## src/sv/imvm_pkg.sv

```systemverilog
`timescale 1ns / 1ps

package imvm_pkg;

    localparam int ValueW     = 32;
    localparam int RowW       = 8;
    localparam int OrderW     = 9;
    localparam int QueueDepth = 8;
    localparam int QueueAw    = $clog2(QueueDepth);
    localparam int CountW     = $clog2(QueueDepth + 1);

    typedef enum logic {
        OP_LOAD   = 1'b0,
        OP_MATRIX = 1'b1
    } t_op;

    // One matrix element on its way from the front end to the multiply stage.
    typedef struct packed {
        logic              valid;
        logic              last_col;
        logic              last_row;
        logic [RowW-1:0]   row;
        logic [ValueW-1:0] value;
    } t_elem;

    typedef struct packed {
        logic [RowW-1:0]   row_index;
        logic [ValueW-1:0] row_sum;
        logic              last_row;
    } t_result;

endpackage

```

## src/sv/imvm_mac.sv

```systemverilog
`timescale 1ns / 1ps

module imvm_mac (
    input  logic                         i_clk,
    input  logic                         i_rst_n,
    input  logic                         i_cfg_we,
    input  imvm_pkg::t_elem              i_elem,
    input  logic [imvm_pkg::ValueW-1:0]  i_vec,
    output logic                         o_push,
    output imvm_pkg::t_result            o_result,
    output logic                         o_pending
);

    import imvm_pkg::*;

    logic              r_valid;
    logic              r_last_col;
    logic              r_last_row;
    logic [RowW-1:0]   r_row;
    logic [ValueW-1:0] r_prod;
    logic [ValueW-1:0] r_sum;
    logic [ValueW-1:0] n_sum;

    always_ff @(posedge i_clk) begin
        if (!i_rst_n) begin
            r_valid <= 1'b0;
        end else begin
            r_valid <= i_elem.valid;
        end
    end

    // Only the low 32 bits are kept, which is the same for signed and unsigned.
    always_ff @(posedge i_clk) begin
        if (i_elem.valid) begin
            r_last_col <= i_elem.last_col;
            r_last_row <= i_elem.last_row;
            r_row      <= i_elem.row;
            r_prod     <= ValueW'(i_elem.value * i_vec);
        end
    end

    assign n_sum = r_sum + r_prod;

    always_ff @(posedge i_clk) begin
        if (!i_rst_n) begin
            r_sum <= '0;
        end else if (i_cfg_we) begin
            r_sum <= '0;
        end else if (r_valid) begin
            r_sum <= r_last_col ? '0 : n_sum;
        end
    end

    assign o_push    = r_valid && r_last_col;
    assign o_pending = o_push;

    always_comb begin
        o_result.row_index = r_row;
        o_result.row_sum   = n_sum;
        o_result.last_row  = r_last_row;
    end

endmodule

```

## config.mk

```make
export PLATFORM = sky130hd
export DESIGN_NAME = imvm_mac
export DESIGN_NICKNAME = d
export VERILOG_FILES = /design/src/sv/imvm_pkg.sv /design/src/sv/imvm_mac.sv
export SDC_FILE = /design/constraint.sdc
export NUM_CORES = 1
export LEC_CHECK = 0
export ABC_AREA = 1
export BUFFER_PORTS_ARGS = -buffer_cell sky130_fd_sc_hd__buf_4
export CORE_ASPECT_RATIO = 0.75
export CORE_MARGIN = 2
export CORE_UTILIZATION = 45
export CTS_CLUSTER_SIZE = 24
export DETAILED_ROUTE_END_ITERATION = 8
export PLACE_DENSITY = 0.69
export SLEW_MARGIN = 40
export SYNTH_ARGS = -nofsm -noshare
export SYNTH_HDL_FRONTEND = slang
export SYNTH_SLANG_ARGS = --single-unit
```

## constraint.sdc

```tcl
create_clock -name i_clk -period 28.2 [get_ports i_clk]
set_clock_uncertainty 0.2 [all_clocks]
set_input_delay 8.46 -clock i_clk [delete_from_list [all_inputs] [get_ports i_clk]]
set_output_delay 8.46 -clock i_clk [all_outputs]
set_load 0.05 [all_outputs]
```

==> flow_metrics.env <==
export IMPL_hold_path_startpoint="r_sum[14]"
export IMPL_report_final_slew_viol_count=0
export IMPL_layout_cells_most_common_list="sky130_fd_sc_hd__nand2_1, sky130_fd_sc_hd__inv_1, sky130_fd_sc_hd__fa_1"
export IMPL_ant_nets=0
export IMPL_critPathMaxFanout=31
export IMPL_synthAdderAreaFrac_pct=48.3
export IMPL_cts_max_level=3
export IMPL_worst_ep_arrival_time_ps=15280
export IMPL_netlist_instances=2754
export IMPL_timing_worst_setup_path_type="primary input to register"
export IMPL_finalCritPeriodShare_pct=54.7
export IMPL_synth_edf_count=42
export IMPL_coreArea_um2=45900
export IMPL_fraction_of_the_mapped_netlist_area_in_compound_gates_pct=4.72
export IMPL_achievable_frequency_mhz=64.8
export IMPL_synth_simple_gate_area_share_pct=18.8
export IMPL_critical_path_source="i_vec[2]"
export IMPL_drcViolationCount=0
export IMPL_tritoncts="built"
export IMPL_cts_repair_resized=0
export IMPL_post_synth_top_area_fraction_pct=39.1
export IMPL_run_status="finished, final reports clean"
export IMPL_drive_above_1_share_pct=5.91
export IMPL_cts_hold_buf=0
export IMPL_ctsLongestPathBuffers=2
export IMPL_grt_usage_pct=25.6
export IMPL_globalRoute_totalOverflow=0
export IMPL_synth_area_leader_cell="sky130_fd_sc_hd__fa_1"
export IMPL_postCtsSetupBuffers=0
export IMPL_finalSetupTns_ps=0
export IMPL_detailed_place_hpwl_mm=48.2
export IMPL_n_antenna_cell=0
export IMPL_grt_pass1_vias=18008
export IMPL_setup_viol_count_final=0
export IMPL_mostFrequentLayoutCell="sky130_fd_sc_hd__nand2_1"
export IMPL_grt_setup_unrepaired="false"
export IMPL_synth_async_reset_ratio_pct=0
export IMPL_drt_pass1_iterations=5
export IMPL_ys_seq_area_share_pct=9.19
export IMPL_timing_critical_path_required_ps=28050
export IMPL_grt_antenna_before_repair=1
export IMPL_drtIter0Drc=1303
export IMPL_yosys_area_share_xor_xnor_pct=2.68
export IMPL_floorplan_die_area_um2=48200
export IMPL_critical_path_endpoint_type="register"
export IMPL_placement_io_buffers=120
export IMPL_areaGrowthSynthToFinish_pct=7.04
export IMPL_drt_vias_per_instance=5.06
export IMPL_tightest_slew_ps=762
export IMPL_synth_area_mux_share_pct=0
export IMPL_synthesis_area_per_instance_um2=7.60
export IMPL_grt_pass1_wl_mm=95.5
export IMPL_synth_top_family_by_area="adder cells"
export IMPL_timing_hold_worst_class="register to register"
export IMPL_synth_area_um2=20900
export IMPL_rows=68
export IMPL_cts_buffers_inserted=9
export IMPL_final_nets=3411
export IMPL_ys_flop_type="sky130_fd_sc_hd__edfxtp_1"
export IMPL_grt_start_max_net_pins=44
export IMPL_initial_core_util_pct=45.5
export IMPL_maxCapViolCount=0
export IMPL_reg2reg_from="r_prod[0]"
export IMPL_routed_via_count=17063
export IMPL_clock_sink_count=75
export IMPL_root_buffer="sky130_fd_sc_hd__clkbuf_16"
export IMPL_die_w_um=253
export IMPL_postSynthRegisterBits=75
export IMPL_post_drt_wl_per_cell_um=17.5
export IMPL_route_final_wire_length_mm=58.9
export IMPL_number_of_top_level_pins=121
export IMPL_final_critical_path_time_including_i_o_delays_and_setup_ps=15430
export IMPL_timing_critical_path_from_type="primary input"
export IMPL_mappedNetlistNets=3395
export IMPL_die_y_um=191
export IMPL_max_slew_margin_pct=48.7
export IMPL_cts_reportedPaths_clkPinSlew_ps=60
export IMPL_synth_top_cells_by_area="sky130_fd_sc_hd__fa_1, sky130_fd_sc_hd__nand2_1, sky130_fd_sc_hd__inv_1"
export IMPL_synth_lib_cells_used_distinct=45
export IMPL_warning_count_from_the_yosys_run=0
export IMPL_finalWeightedCongestion=0.950
export IMPL_worst_skew_pair_late_latency_ps=350
export IMPL_hold_violations=0
[critical path: stages]
cell and delay (ps):
sky130_fd_sc_hd__buf_4 370, sky130_fd_sc_hd__nand2_1 160, sky130_fd_sc_hd__fa_1 580, sky130_fd_sc_hd__fa_1 430, sky130_fd_sc_hd__fa_1 500, sky130_fd_sc_hd__fa_1 570, sky130_fd_sc_hd__inv_1 60, sky130_fd_sc_hd__fa_1 490
sky130_fd_sc_hd__inv_1 50, sky130_fd_sc_hd__fa_1 550, sky130_fd_sc_hd__fa_1 430, sky130_fd_sc_hd__fa_1 490, sky130_fd_sc_hd__inv_1 40, sky130_fd_sc_hd__ha_1 370, sky130_fd_sc_hd__a21oi_1 340, sky130_fd_sc_hd__o21ai_0 150
sky130_fd_sc_hd__a221oi_1 590, sky130_fd_sc_hd__o211ai_1 370, sky130_fd_sc_hd__xor2_1 260
[per-layer routing]
layer  GRT usage, %  vias to the layer above  part of all wire (%)
li1               -                     7944                     -
met1           35.6                     8436                    45
met2           42.0                      586                    46
met3           3.77                       95                   6.7
met4           6.44                        2                   2.5
met5              0                        -                 0.022
[per-stage QoR]
step | instances | worst slack (ps) | util, % | area [um^2] | hold WS [ps]
after global placement | 3354 | 12450 | 48.1 | 22100 | 257
after floorplan | 2754 | 13360 | - | 20900 | 248
after CTS | 3370 | 12830 | 48.7 | 22400 | 271
after global routing | 3370 | 12520 | 48.7 | 22400 | 282
after detailed placement | 3354 | 12480 | 48.1 | 22100 | 263
final | 3370 | 12770 | 48.7 | 22400 | 271
[final cells by class]
class,instances,area [um^2]
clock inverters,7,73.8
multi-input cells,1784,15600
flip-flops and latches,75,1920
well taps,595,744
clock buffers,9,225
repair buffers,121,908
fillers,4464,23500
inverters,779,2920
[path summary, 6_finish.rpt]
| kind | to | slack (ps) | cells after the start |
|---|---|---|---|
| worst max-delay path | r_prod[28] | 12770 | 19 |
| worst min register to register | r_sum[14] | 270 | 2 |
| worst min-delay path | r_sum[14] | 270 | 2 |
| worst max register to register | r_sum[28] | 25510 | 13 |
[synth_stat cells (2+ instances only)]
cell                       count
sky130_fd_sc_hd__a21boi_1      2
sky130_fd_sc_hd__a21oi_1      91
sky130_fd_sc_hd__o21ai_0      27
sky130_fd_sc_hd__a21boi_0      2
sky130_fd_sc_hd__o21ai_1       8
sky130_fd_sc_hd__a21o_1        9
sky130_fd_sc_hd__buf_2        19
sky130_fd_sc_hd__a211oi_1      2
sky130_fd_sc_hd__nor2_1       51
sky130_fd_sc_hd__nand2_1     817
sky130_fd_sc_hd__nor4_1        3
sky130_fd_sc_hd__clkbuf_1     71
sky130_fd_sc_hd__o211ai_1      2
sky130_fd_sc_hd__fa_1        409
sky130_fd_sc_hd__buf_4         5
sky130_fd_sc_hd__and3_1        2
sky130_fd_sc_hd__xnor2_1      16
sky130_fd_sc_hd__o21a_1        2
sky130_fd_sc_hd__a21oi_2       4
sky130_fd_sc_hd__edfxtp_1     42
sky130_fd_sc_hd__clkbuf_2      4
sky130_fd_sc_hd__a31oi_1       8
sky130_fd_sc_hd__inv_1       777
sky130_fd_sc_hd__o21bai_1      4
sky130_fd_sc_hd__dfxtp_1      33
sky130_fd_sc_hd__nand3b_1     10
sky130_fd_sc_hd__or2_1         2
sky130_fd_sc_hd__nand2_2       8
sky130_fd_sc_hd__xor2_1       48
sky130_fd_sc_hd__ha_1        154
sky130_fd_sc_hd__buf_1        17
sky130_fd_sc_hd__o21ai_2       4
sky130_fd_sc_hd__inv_2         2
sky130_fd_sc_hd__nand4_1      11
sky130_fd_sc_hd__and2_1        9
sky130_fd_sc_hd__o221ai_1      2
sky130_fd_sc_hd__nor3_1        6
sky130_fd_sc_hd__nand3_1      64
[cell families (layout without fill, tap and decap cells)]
kind of cell / Yosys count / count (layout)
buffers and inverters: 895 / 916
adders and majority gates: 563 / 563
xor gates and xnor gates: 64 / 64
DFF: 75 / 75
and+or+nand+nor: 986 / 986
AOI/OAI and AO/OA: 171 / 171
[sequential cells by signal, summed over array words and instances, names as in the netlist]
register	count
r_row	8
r_last_row	1
r_prod	32
r_last_col	1
r_valid	1
r_sum	32
Power is left out: the tool's default activity adds up to more than one toggle a clock period on the data nets, which glitch-free logic cannot reach.
