**config.mk**
```make
export PLATFORM = sky130hd
export DESIGN_NAME = imvm_queue
export DESIGN_NICKNAME = d
export VERILOG_FILES = /design/src/sv/imvm_pkg.sv /design/src/sv/imvm_queue.sv
export SDC_FILE = /design/constraint.sdc
export NUM_CORES = 1
export LEC_CHECK = 0
export ABC_AREA = 1
export ABC_CLOCK_PERIOD_IN_PS = 2750
export BUFFER_PORTS_ARGS = -buffer_cell sky130_fd_sc_hd__buf_2
export CORE_ASPECT_RATIO = 1.4
export CORE_UTILIZATION = 40
export DETAILED_ROUTE_END_ITERATION = 8
export GPL_TIMING_DRIVEN = 0
export PLACE_DENSITY = 0.7
export SYNTH_ARGS = -nofsm -noshare
export SYNTH_HDL_FRONTEND = slang
export SYNTH_SLANG_ARGS = --single-unit
```
**constraint.sdc**
```tcl
create_clock -name i_clk -period 2.75 [get_ports i_clk]
set_input_delay 0 -clock i_clk [delete_from_list [all_inputs] [get_ports i_clk]]
set_output_delay 0 -clock i_clk [all_outputs]
set_load 0.02 [all_outputs]
```
**src/sv/imvm_pkg.sv**
```systemverilog
`timescale 1ns / 1ps

package imvm_pkg;

    localparam int ValueW     = 32;
    localparam int RowW       = 8;
    localparam int OrderW     = 9;
    localparam int QueueDepth = 8;
    localparam int QueueAw    = $clog2(QueueDepth);
    localparam int CountW     = $clog2(QueueDepth + 1);

    typedef enum logic {
        OP_LOAD   = 1'b0,
        OP_MATRIX = 1'b1
    } t_op;

    // One matrix element on its way from the front end to the multiply stage.
    typedef struct packed {
        logic              valid;
        logic              last_col;
        logic              last_row;
        logic [RowW-1:0]   row;
        logic [ValueW-1:0] value;
    } t_elem;

    typedef struct packed {
        logic [RowW-1:0]   row_index;
        logic [ValueW-1:0] row_sum;
        logic              last_row;
    } t_result;

endpackage

```
**src/sv/imvm_queue.sv**
```systemverilog
`timescale 1ns / 1ps

module imvm_queue (
    input  logic                         i_clk,
    input  logic                         i_rst_n,
    input  logic                         i_push,
    input  imvm_pkg::t_result            i_data,
    output logic                         o_valid,
    input  logic                         i_ready,
    output imvm_pkg::t_result            o_data,
    output logic [imvm_pkg::CountW-1:0]  o_count
);

    import imvm_pkg::*;

    t_result             r_mem [QueueDepth];
    logic [QueueAw-1:0]  r_wr_ptr;
    logic [QueueAw-1:0]  r_rd_ptr;
    logic [CountW-1:0]   r_count;
    logic                w_pop;

    assign o_valid = (r_count != '0);
    assign w_pop   = o_valid && i_ready;

    always_ff @(posedge i_clk) begin
        if (i_push) begin
            r_mem[r_wr_ptr] <= i_data;
        end
    end

    always_ff @(posedge i_clk) begin
        if (!i_rst_n) begin
            r_wr_ptr <= '0;
            r_rd_ptr <= '0;
            r_count  <= '0;
        end else begin
            if (i_push) begin
                r_wr_ptr <= r_wr_ptr + QueueAw'(1);
            end
            if (w_pop) begin
                r_rd_ptr <= r_rd_ptr + QueueAw'(1);
            end
            if (i_push && !w_pop) begin
                r_count <= r_count + CountW'(1);
            end else if (w_pop && !i_push) begin
                r_count <= r_count - CountW'(1);
            end
        end
    end

    assign o_data  = r_mem[r_rd_ptr];
    assign o_count = r_count;

endmodule

```
==> results of run 1 <==
==> metal layers <==
| layer | vias to the layer above | GRT usage, % | share of wire (%) |
|---|---|---|---|
| met1 | 4297 | 21.5 | 39 |
| li1 | 4372 | - | - |
| met2 | 257 | 32.4 | 53 |
| met5 | - | 0 | 0 |
| met4 | 0 | 8.22 | 3.7 |
| met3 | 67 | 2.08 | 4.9 |
==> worst register-to-register path, stage by stage (launching register included) <==
cell	delay, ns
dfxtp_1	0.40
inv_1	0.09
nand3_1	0.21
nand2_1	0.14
ha_1	0.22
inv_1	0.14
ha_1	0.27
or2_2	0.29
nand3_1	0.09
nand3_1	0.07
nand2_1	0.06
inv_1	0.04
==> through the flow <==
step / total power, mW / cell area (sq um) / instances / setup slack (ns)
4_1_cts: 13.4 / 16400 / 1824 / 0.506
6_report: 13.4 / 16400 / 1824 / 0.571
5_1_grt: 14.0 / 16400 / 1824 / 0.422
3_3_place_gp: 9.42 / 14700 / 1713 / -1.55
3_5_place_dp: 9.51 / 15000 / 1723 / 0.645
2_1_floorplan: 8.31 / 13700 / 1178 / -0.0744
==> worst min-delay path by stage <==
stage                     from      endpoint  slack, ns  depth (start not counted)
detailed placement   i_data[8]   r_mem[7][8]       0.27                          1
finish              i_data[37]  r_mem[4][37]       0.24                          2
global placement     i_data[8]   r_mem[6][8]       0.26                          1
global route         i_data[8]   r_mem[7][8]       0.27                          2
CTS                 i_data[37]  r_mem[4][37]       0.23                          2
floorplan            i_data[0]   r_mem[0][0]        0.1                          0
==> registers in the layout (all words and copies together), names as in the netlist, named ones only <==
name	flops
r_wr_ptr	3
r_mem	328
r_rd_ptr	3
o_count	4
==> area by class of cell <==
cell class / count / area [sq um] / area share, %
Sequential cell: 341 / 10100 / 61.7
Multi-Input combinational cell: 761 / 3220 / 19.6
Timing Repair Buffer: 147 / 1150 / 7.02
Clock buffer: 36 / 795 / 4.85
Tap cell: 445 / 557 / 3.40
Buffer: 62 / 394 / 2.40
Clock inverter: 18 / 118 / 0.717
Inverter: 14 / 52.6 / 0.320
==> what timing repair did <==
| action | in CTS | in global routing |
|---|---|---|
| hold endpoints to repair | 341 | 0 |
| hold buffers | 47 | 0 |
| setup buffers | 0 | 0 |
==> where the power goes <==
group          total, mW  switching [mW]  internal (mW)
sequential          5.92          0.0723           5.85
clock               3.91            1.77           2.15
combinational       3.53            2.38           1.14
==> logic make-up after synthesis <==
family	count (synthesis)	share of synthesized area, %
compound gates	177	6.46
xor+xnor	2	0.128
flops	341	73.7
simple gates	576	15.9
fa+ha+maj	6	0.602
buf+inv	76	3.26
==> synthesized netlist by cell type <==
cell	instances
nor2_1	344
edfxtp_1	328
nand2_1	224
o21ai_0	162
buf_2	18
clkbuf_2	15
buf_6	14
dfxtp_1	13
inv_1	12
buf_1	9
a21oi_1	8
o21ai_1	7
nand3_1	6
ha_1	5
buf_4	4
clkbuf_1	2
inv_2	2
or2_2	2
xor2_1	2
fa_1	1
==> reports/results.tsv, run 1 <==
stage	metric	value	unit
critical_path	Max stage delay on crit path	0.51	ns
critical_path	WS Path Type	register to primary output	
outcome	outcome	complete, no violations	
hold_path	class of the worst hold path	primary input to register	
placement	post-DP HPWL	19900	microns
critical_path	Req. time, crit path	2.75	ns
floorplanning	core area	33500	sq um
synth	syn avg cell area	11.6	sq um
grt	first-pass GRT wire length	47900	microns
route	vias per cell	4.93	
critical_path	CP Data Arrival Time	2.18	ns
clocking	Num CTS Buffers	30	
floorplanning	die width	159	microns
final_layout	commonest non-fill, non-tap cells in the layout	nor2_1, edfxtp_1, nand2_1	
critical_path	critical path, cell by cell	inv_2 > buf_1 > nor2_1 > o21ai_0 > nand2_1 > nand2_1 > nand2_1 > buf_2	
synth	synth top area cells	edfxtp_1, nor2_1, nand2_1, o21ai_0, dfxtp_1	
clocking	clk buf depth	3	
sta	crit path time final	2.18	ns
sta	Worst Hold Slack	0.241	ns
final_layout	commonest non-fill, non-tap cell in the layout	nor2_1	
sta	final hold violations	0	
power_and_ir_drop	Peak VDD IR	0.000720	V
grt	GRT overflow	0	
critical_path	Crit Path Max Fanout	10	
synth	sequential share of the synthesized area	73.7	%
final_layout	# fillers	2847	
power_and_ir_drop	Pleak	6.11	nW
synth	Synth warnings	0	
route	1st-pass router iterations	5	
synth	Cell Area, Synth	13700	sq um
critical_path	R2R cell count	11	
critical_path	Critical path buffers and inverters	3	
synth	Seq cells post-synth	341	
route	DRT Wirelength	31300	microns
critical_path	critical path's most frequent cell	nand2_1	
placement	# port buffers	90	
critical_path	reg2reg end	o_count[3]	
synth	Yosys top cell by area	edfxtp_1	
sta	Layout Skew	0.0252	ns
floorplanning	Initial Utilization	40.9	%
clocking	CTS H-Tree Depth	1	
final_layout	share of cells above drive strength 1	14.6	%
final_layout	Layout area overhead	19.5	%
grt	GRT Total Usage	18.1	%
synth	Distinct cells, synth	20	
clocking	clock root cell	clkbuf_16	
critical_path	cell depth of the worst setup path	8	
power_and_ir_drop	Cell Pwr Density	815	nW/um^2
floorplanning	IO Pins	91	
route	via count	8993	
placement	RePlAce Congestion	0.757	
floorplanning	cell row count	79	
route	initial drt markers	787	
clocking	CTS tree	done	
synth	Synth top area share	71.8	%
sta	unrepaired setup endpoints after global routing	false	
sta	Setup Viol. Count Final	0	
critical_path	CP endpoint kind	primary output	
route	drt drc	0	
sta	Worst-Margin Slew	0.731	ns
grt	number of global-route vias before repair	8824	
synth	Mapped Cells	1178	
critical_path	crit-path leading delay family	buffers and inverters	
clocking	Worst-Skew Late Latency	0.56	ns
job	max cap viols	0	
critical_path	R2R Setup Slk	0.62	ns
critical_path	slowest stage cell, crit path	buf_1	
floorplanning	Die Y	221	microns
final_layout	ANT cells	0	
final_layout	nets	1408	
grt	largest net degree at the start of global routing	27	
sta	Max Fclk	459	MHz
critical_path	worst reg2reg startpoint	o_count[0]	
clocking	Num Clock Sinks	341	
synth	syn_nets	1229	
clocking	post-cts gate resize count	0	
critical_path	Critical Path Source Type	register	
sta	Pins Over Slew Limit	0	
grt	initial antenna violation count	0	
route	wire per inst	17.2	microns
final_layout	Layout Utilization	48.9	%
critical_path	Critical path destination	o_data[29]	
floorplanning	die area	35000	sq um
sta	Final Cycle Share	79.2	%
route	Final ANT Viol Nets	0	
sta	TNS Setup	0	ns
clocking	clock-pin transition on the worst setup and hold timing paths	0.07	ns
sta	Slew Limit Headroom	51.1	%
No activity file was read; power rests on OpenSTA's default activity.
==> inputs of run 2 (changes only) <==
Settings changed: ABC_AREA 1 to 0, ABC_CLOCK_PERIOD_IN_PS 2750 to 2200, PLACE_DENSITY 0.7 to 0.68.
Clock period 2.75 ns to 2.2 ns, I/O delays scaled along.
==> run 2 against run 1 <==
  * The flow now finishes with violations (setup timing)
  * Die area decreased by 3.4%
  * Sequential share of layout area decreased by 1.0 points
  * Synthesized cell count decreased by 54%
  * Power increased by 34%
  * Utilization increased by 2.4 points
  * Global-route usage decreased by 2.1 points
  * Combinational power increased by 55%
  * Wire length decreased by 9.9%
  * Clock skew decreased by 0.017 ns
  * Largest cell class unchanged
==> reports/results.tsv, run 2 <==
stage	metric	value	unit	change
route	1st-pass router iterations	5		unchanged
critical_path	WS Path Type	register to primary output		
final_layout	Non-Filler Instances	1202		-34%
sta	unrepaired setup endpoints after global routing	true		
hold_path	Hold EP	r_mem[0][37]		
sta	Layout Skew	0.00771	ns	-0.0175 ns
route	wire per inst	23.5	microns	+37%
power_and_ir_drop	Cell Pwr Density	1070	nW/um^2	+31%
route	Final ANT Viol Nets	0		unchanged
critical_path	worst reg2reg startpoint	o_count[3]		
synth	Synth top area share	74.3	%	+2.5 points
outcome	failing checks	setup timing		
final_layout	fin area	16700	sq um	+1.8%
grt	number of global-route vias before repair	6731		-24%
placement	post-DP HPWL	16700	microns	-16%
final_layout	# fillers	2531		-11%
hold_path	class of the worst hold path	primary input to register		
sta	Worst-Margin Slew	0.825	ns	+0.0939 ns
floorplanning	core area	32500	sq um	-3.0%
synth	Cell Area, Synth	13300	sq um	-3.4%
sta	Worst Hold Slack	0.253	ns	+0.0115 ns
final_layout	ANT cells	0		unchanged
synth	largest family of logic cells by synthesized area	multiplexers		
route	wl on met1	10800	microns	-11%
route	DRT Wirelength	28200	microns	-9.9%
placement	Placed Area	14700	sq um	-1.9%
power_and_ir_drop	Clock power frac	27.6	%	-1.7 points
critical_path	reg2reg end	o_count[3]		
synth	mux cell area share after synthesis	19.9	%	+20 points
sta	Max Fclk	439	MHz	
power_and_ir_drop	sequential share of power	41.9	%	-2.4 points
final_layout	Layout Utilization	51.4	%	+2.4 points
critical_path	R2R cell count	9		-2
sta	Final WS setup	-0.0802	ns	-0.651 ns
final_layout	share of cells above drive strength 1	41.9	%	+27 points
grt	largest net degree at the start of global routing	24		-11%
clocking	Worst-Skew Late Latency	0.55	ns	about the same
critical_path	Crit Path Max Fanout	8		-2
power_and_ir_drop	Peak VDD IR	0.000653	V	-9.4%
final_layout	Biggest register	r_mem		
hold_path	WHS Path Cells	2		unchanged
route	WL met3	1320	microns	-14%
route	drt drc	0		unchanged
synth	syn_nets	594		-52%
floorplanning	Die Y	217	microns	-1.7%
floorplanning	IO Pins	91		unchanged
power_and_ir_drop	Pleak	5.51	nW	-9.7%
synth	Post-synth ARST share	0	%	unchanged
final_layout	Layout area overhead	26.0	%	
route	initial drt markers	515		-35%
clocking	Num Clock Sinks	341		unchanged
synth	leading cell types by count after synthesis	edfxtp_1, mux4_1, mux2_2		
route	top layer in use	met4		
synth	most used flip-flop cell after synthesis	edfxtp_1		
sta	final hold violations	0		unchanged
clocking	clk buf depth	3		unchanged
floorplanning	cell row count	78		-1.3%
synth	Synth Area in XOR/XNOR	0.397	%	+0.27 points
clocking	clock-pin transition on the worst setup and hold timing paths	0.07	ns	about the same
synth	number of synthesized flops with an enable pin	328		unchanged
floorplanning	die area	33900	sq um	-3.4%
synth	Yosys top cell by area	edfxtp_1		
critical_path	R2R Setup Slk	0.04	ns	-0.58 ns
synth	post-synthesis compound-gate area fraction	0.236	%	-6.2 points
clocking	CTS tree	done		
synth	Synth Area in Simple Gates	1.28	%	-15 points
critical_path	Req. time, crit path	2.20	ns	-0.55 ns
grt	GRT overflow	0		unchanged
synth	most numerous cell in the Yosys netlist	edfxtp_1		
power_and_ir_drop	Psw	4.64	mW	+9.8%
synth	Mapped Cells	543		-54%
clocking	Num CTS Buffers	30		unchanged
grt	first-pass GRT wire length	39700	microns	-17%
sta	Final Cycle Share	104	%	
placement	Setup WS pre-CTS	-0.0829	ns	-0.728 ns
critical_path	CP Data Arrival Time	2.28	ns	+0.10 ns
route	met2 routed WL	15500	microns	-5.9%
sta	Setup Viol. Count Final	38		+38
synth	post-synthesis adder-cell area fraction	0.623	%	+0.021 points
floorplanning	die width	156	microns	-1.7%
synth	synth top area cells	edfxtp_1, mux4_1, mux2_2, dfxtp_1, buf_6		
synth	Synth warnings	0		unchanged
placement	RePlAce Congestion	0.744		-1.7%
final_layout	nets	792		-44%
route	via count	6221		-31%
sta	TNS Setup	-1.25	ns	-1.25 ns
power_and_ir_drop	Int Pwr	13.2	mW	+45%
sta	Pins Over Slew Limit	0		unchanged
hold_path	Min-Delay Startpoint	i_data[37]		
critical_path	CP endpoint kind	primary output		
placement	cell total after placement	1089		-37%
synth	Seq cells post-synth	341		unchanged
placement	# port buffers	90		unchanged
critical_path	Critical Path Source Type	register		
final_layout	commonest non-fill, non-tap cells in the layout	edfxtp_1, mux4_2, buf_2		
synth	Distinct cells, synth	28		+40%
clocking	clock root cell	clkbuf_16		
power_and_ir_drop	Total Power	17.9	mW	+34%
synth	syn avg cell area	24.4	sq um	+110%
route	vias per cell	5.18		+5.0%
grt	initial antenna violation count	0		unchanged
power_and_ir_drop	Sw Ratio	25.9	%	-5.7 points
job	max cap viols	0		unchanged
sta	crit path time final	2.28	ns	
grt	GRT Total Usage	16.0	%	-2.1 points
outcome	outcome	finished, violations left		
final_layout	commonest non-fill, non-tap cell in the layout	edfxtp_1		
synth	sequential share of the synthesized area	76.3	%	+2.6 points
clocking	CTS H-Tree Depth	1		unchanged
final_layout	number of flip-flops in the largest register	328		unchanged
power_and_ir_drop	Gate power share	30.5	%	+4.1 points
floorplanning	Initial Utilization	40.8	%	-0.16 points
sta	Slew Limit Headroom	44.9	%	-6.3 points
run 2: cell type report:
type | instances | area [sq um] | area share [%]
clock buffer | 35 | 791 | 4.74
multi-input combinational | 176 | 2980 | 17.8
buffer | 25 | 285 | 1.71
timing repair buffer | 166 | 1820 | 10.9
clock inverter | 18 | 144 | 0.862
tap | 440 | 551 | 3.30
inverter | 1 | 6.26 | 0.0375
sequential | 341 | 10100 | 60.6
run 2: worst max path at each step:
stage,cells after the start,slack [ns],endpoint
detailed placement,9,-0.08,o_count[3]
CTS,5,-0.08,o_data[36]
finish,5,-0.08,o_data[32]
global route,5,-0.13,o_data[32]
floorplan,2,-0.52,r_mem[3][0]
global placement,2,-2.42,r_mem[3][18]
run 2: what timing repair did:
action                                  in CTS  in global routing
gates resized for setup                     96                145
endpoints found under the setup margin      43                 43
hold endpoints to repair                   341                  0
pin swaps                                    3                  4
buffers inserted                             1                  5
hold buffers                                44                  0
cloned                                       0                 10
run 2: logic make-up after synthesis:
group / count (synthesis)
AOI/OAI and AO/OA: 5
xor gates and xnor gates: 6
adders and majority gates: 6
buffers and inverters: 26
DFF: 341
muxes: 126
and+or+nand+nor: 33
run 2: per-layer routing:
metal  up-vias  track usage (%)
li1       2708                -
met1      3264             18.3
met2       202             29.9
met3        47             2.61
met4         0             5.56
met5         -                0
run 2: power groups by stage:
stage	clock, mW	combinational, mW	sequential (mW)
after floorplan	0	2.59	7.61
final	4.93	5.46	7.49
after detailed placement	0	3.79	7.59
after CTS	5.01	4.33	7.46
after global routing	5.25	5.75	7.50
after global placement	0	3.61	7.58
run 2: critical path: stages, from the launching register on:
cell       delay, ns
dfxtp_4         0.41
buf_12          0.19
clkbuf_16       0.18
mux4_2          0.50
mux2_4          0.31
buf_6           0.14
==> inputs of run 3 (changes only) <==
Settings changed: CORE_UTILIZATION 40 to 54, CTS_BUF_LIST set to sky130_fd_sc_hd__clkbuf_4, PLACE_DENSITY 0.68 to 0.72.
==> run 3 against run 2 <==
  * The flow still finishes with violations (setup timing)
  * Wire length is 4.0% lower
  * Highest routed layer unchanged
  * Non-clock buffer count down 4
  * First-iteration DRC count decreased by 20%
  * Critical path type unchanged
  * Sequential cell count stayed put
==> reports/results.tsv, run 3 (same netlist as run 2, synthesis figures left out) <==
stage	metric	value	unit	change
outcome	outcome	finished, violations left		
outcome	failing checks	setup timing		
route	WL met3	1680	microns	+28%
placement	Placed Area	14500	sq um	-1.8%
sta	Setup Viol. Count Final	41		+7.9%
critical_path	Critical Path Source Type	register		
route	DRT Wirelength	27100	microns	-4.0%
critical_path	CP Data Arrival Time	2.35	ns	+0.07 ns
floorplanning	Initial Utilization	55.3	%	+14 points
final_layout	nets	834		+5.3%
critical_path	WS Path Type	register to primary output		
job	max cap viols	0		unchanged
hold_path	class of the worst hold path	primary input to register		
sta	Max Fclk	426	MHz	-2.8%
final_layout	number of flip-flops in the largest register	328		unchanged
sta	Worst-Margin Slew	0.904	ns	+0.0790 ns
clocking	Num CTS Buffers	75		+150%
critical_path	R2R cell count	9		unchanged
sta	Final WS setup	-0.145	ns	-0.0650 ns
route	1st-pass router iterations	5		unchanged
clocking	CTS tree	done		
route	top layer in use	met4		
route	wire per inst	23.6	microns	+0.56%
grt	first-pass GRT wire length	38700	microns	-2.6%
grt	GRT Total Usage	21.2	%	+5.2 points
route	vias per cell	5.68		+9.7%
final_layout	commonest non-fill, non-tap cells in the layout	edfxtp_1, clkbuf_4, mux4_2		
sta	Slew Limit Headroom	39.7	%	-5.2 points
critical_path	Crit Path Max Fanout	6		-2
sta	Layout Skew	0.0379	ns	+0.0302 ns
grt	largest net degree at the start of global routing	25		+4.2%
hold_path	WHS Path Cells	2		unchanged
route	via count	6518		+4.8%
route	drt drc	0		unchanged
final_layout	Biggest register	r_mem		
clocking	clock root cell	clkbuf_4		
placement	# port buffers	90		unchanged
sta	Pins Over Slew Limit	0		unchanged
critical_path	worst reg2reg startpoint	o_count[3]		
final_layout	share of cells above drive strength 1	47.9	%	+6.0 points
power_and_ir_drop	Peak VDD IR	0.000878	V	+35%
floorplanning	Die Y	187	microns	-14%
clocking	Num Clock Sinks	341		unchanged
final_layout	Layout area overhead	23.1	%	
clocking	clock-pin transition on the worst setup and hold timing paths	0.08	ns	about the same
grt	number of global-route vias before repair	7049		+4.7%
clocking	Worst-Skew Late Latency	0.67	ns	+0.12 ns
placement	Setup WS pre-CTS	-0.0765	ns	+0.00639 ns
floorplanning	die area	25200	sq um	-26%
clocking	CTS H-Tree Depth	3		+2
route	initial drt markers	411		-20%
floorplanning	core area	24000	sq um	-26%
final_layout	Non-Filler Instances	1148		-4.5%
route	Final ANT Viol Nets	0		unchanged
floorplanning	die width	134	microns	-14%
sta	Final Cycle Share	107	%	+3.0 points
sta	Worst Hold Slack	0.130	ns	-0.123 ns
route	met2 routed WL	14200	microns	-8.6%
floorplanning	IO Pins	91		unchanged
final_layout	fin area	16300	sq um	-2.2%
critical_path	CP endpoint kind	primary output		
route	wl on met1	10600	microns	-2.0%
power_and_ir_drop	Total Power	17.4	mW	-2.7%
grt	GRT overflow	0		unchanged
grt	initial antenna violation count	1		+1
placement	RePlAce Congestion	0.693		-6.8%
final_layout	commonest non-fill, non-tap cell in the layout	edfxtp_1		
placement	post-DP HPWL	15100	microns	-9.7%
sta	unrepaired setup endpoints after global routing	true		
sta	crit path time final	2.35	ns	+0.0650 ns
floorplanning	cell row count	67		-14%
clocking	clk buf depth	3		unchanged
sta	final hold violations	0		unchanged
power_and_ir_drop	Cell Pwr Density	1070	nW/um^2	-0.51%
hold_path	Min-Delay Startpoint	i_data[31]		
power_and_ir_drop	Pleak	5.52	nW	+0.11%
critical_path	Req. time, crit path	2.20	ns	about the same
placement	cell total after placement	957		-12%
[run 3: where the power goes]
group,total (mW),switching [mW],internal [mW]
registers,7.48,0.134,7.35
logic,5.31,2.26,3.05
clock network,4.59,2.26,2.33
total,17.4,4.66,12.7
[run 3: final timing paths]
kind | slack (ns) | endpoint
max | -0.15 | o_data[27]
min | 0.13 | r_mem[6][31]
max reg2reg | 0.09 | o_count[3]
min reg2reg | 0.50 | o_count[3]
[run 3: metrics by stage]
step           setup TNS, ns  utilization, %
2_1_floorplan        -150.10               -
3_3_place_gp         -730.01            58.9
3_5_place_dp          -0.151            60.3
4_1_cts                -7.67            66.6
5_1_grt                -8.29            68.1
6_report               -4.46            68.1
[run 3: layer usage]
layer | up-vias | global-route usage, %
met2 | 301 | 36.8
met5 | - | 0
met4 | 0 | 8.99
li1 | 2825 | -
met3 | 61 | 4.47
met1 | 3331 | 25.7
[run 3: repair_timing]
action | 4_1_cts | 5_1_grt
resized for setup | 57 | 189
pin swaps | 2 | 3
buffers inserted | 3 | 1
endpoints found under the setup margin | 43 | 62
hold buffers | 44 | 0
gates cloned | 1 | 10
hold endpoints to repair | 341 | 0
[run 3: area by class of cell]
cell class	count	area (sq um)
Multi-Input combinational cell	177	2900
Sequential cell	341	10100
Antenna cell	1	2.50
Buffer	25	280
Clock inverter	19	76.3
Inverter	1	3.75
Clock buffer	112	841
Tap cell	310	388
Timing Repair Buffer	162	1700
Fill cell	1576	7660
[run 3: worst max-delay path, stage by stage, from the launching register on]
cell       delay (ns)
dfxtp_4          0.41
buf_12           0.16
clkbuf_16        0.17
mux4_2           0.51
mux2_4           0.30
buf_6            0.13
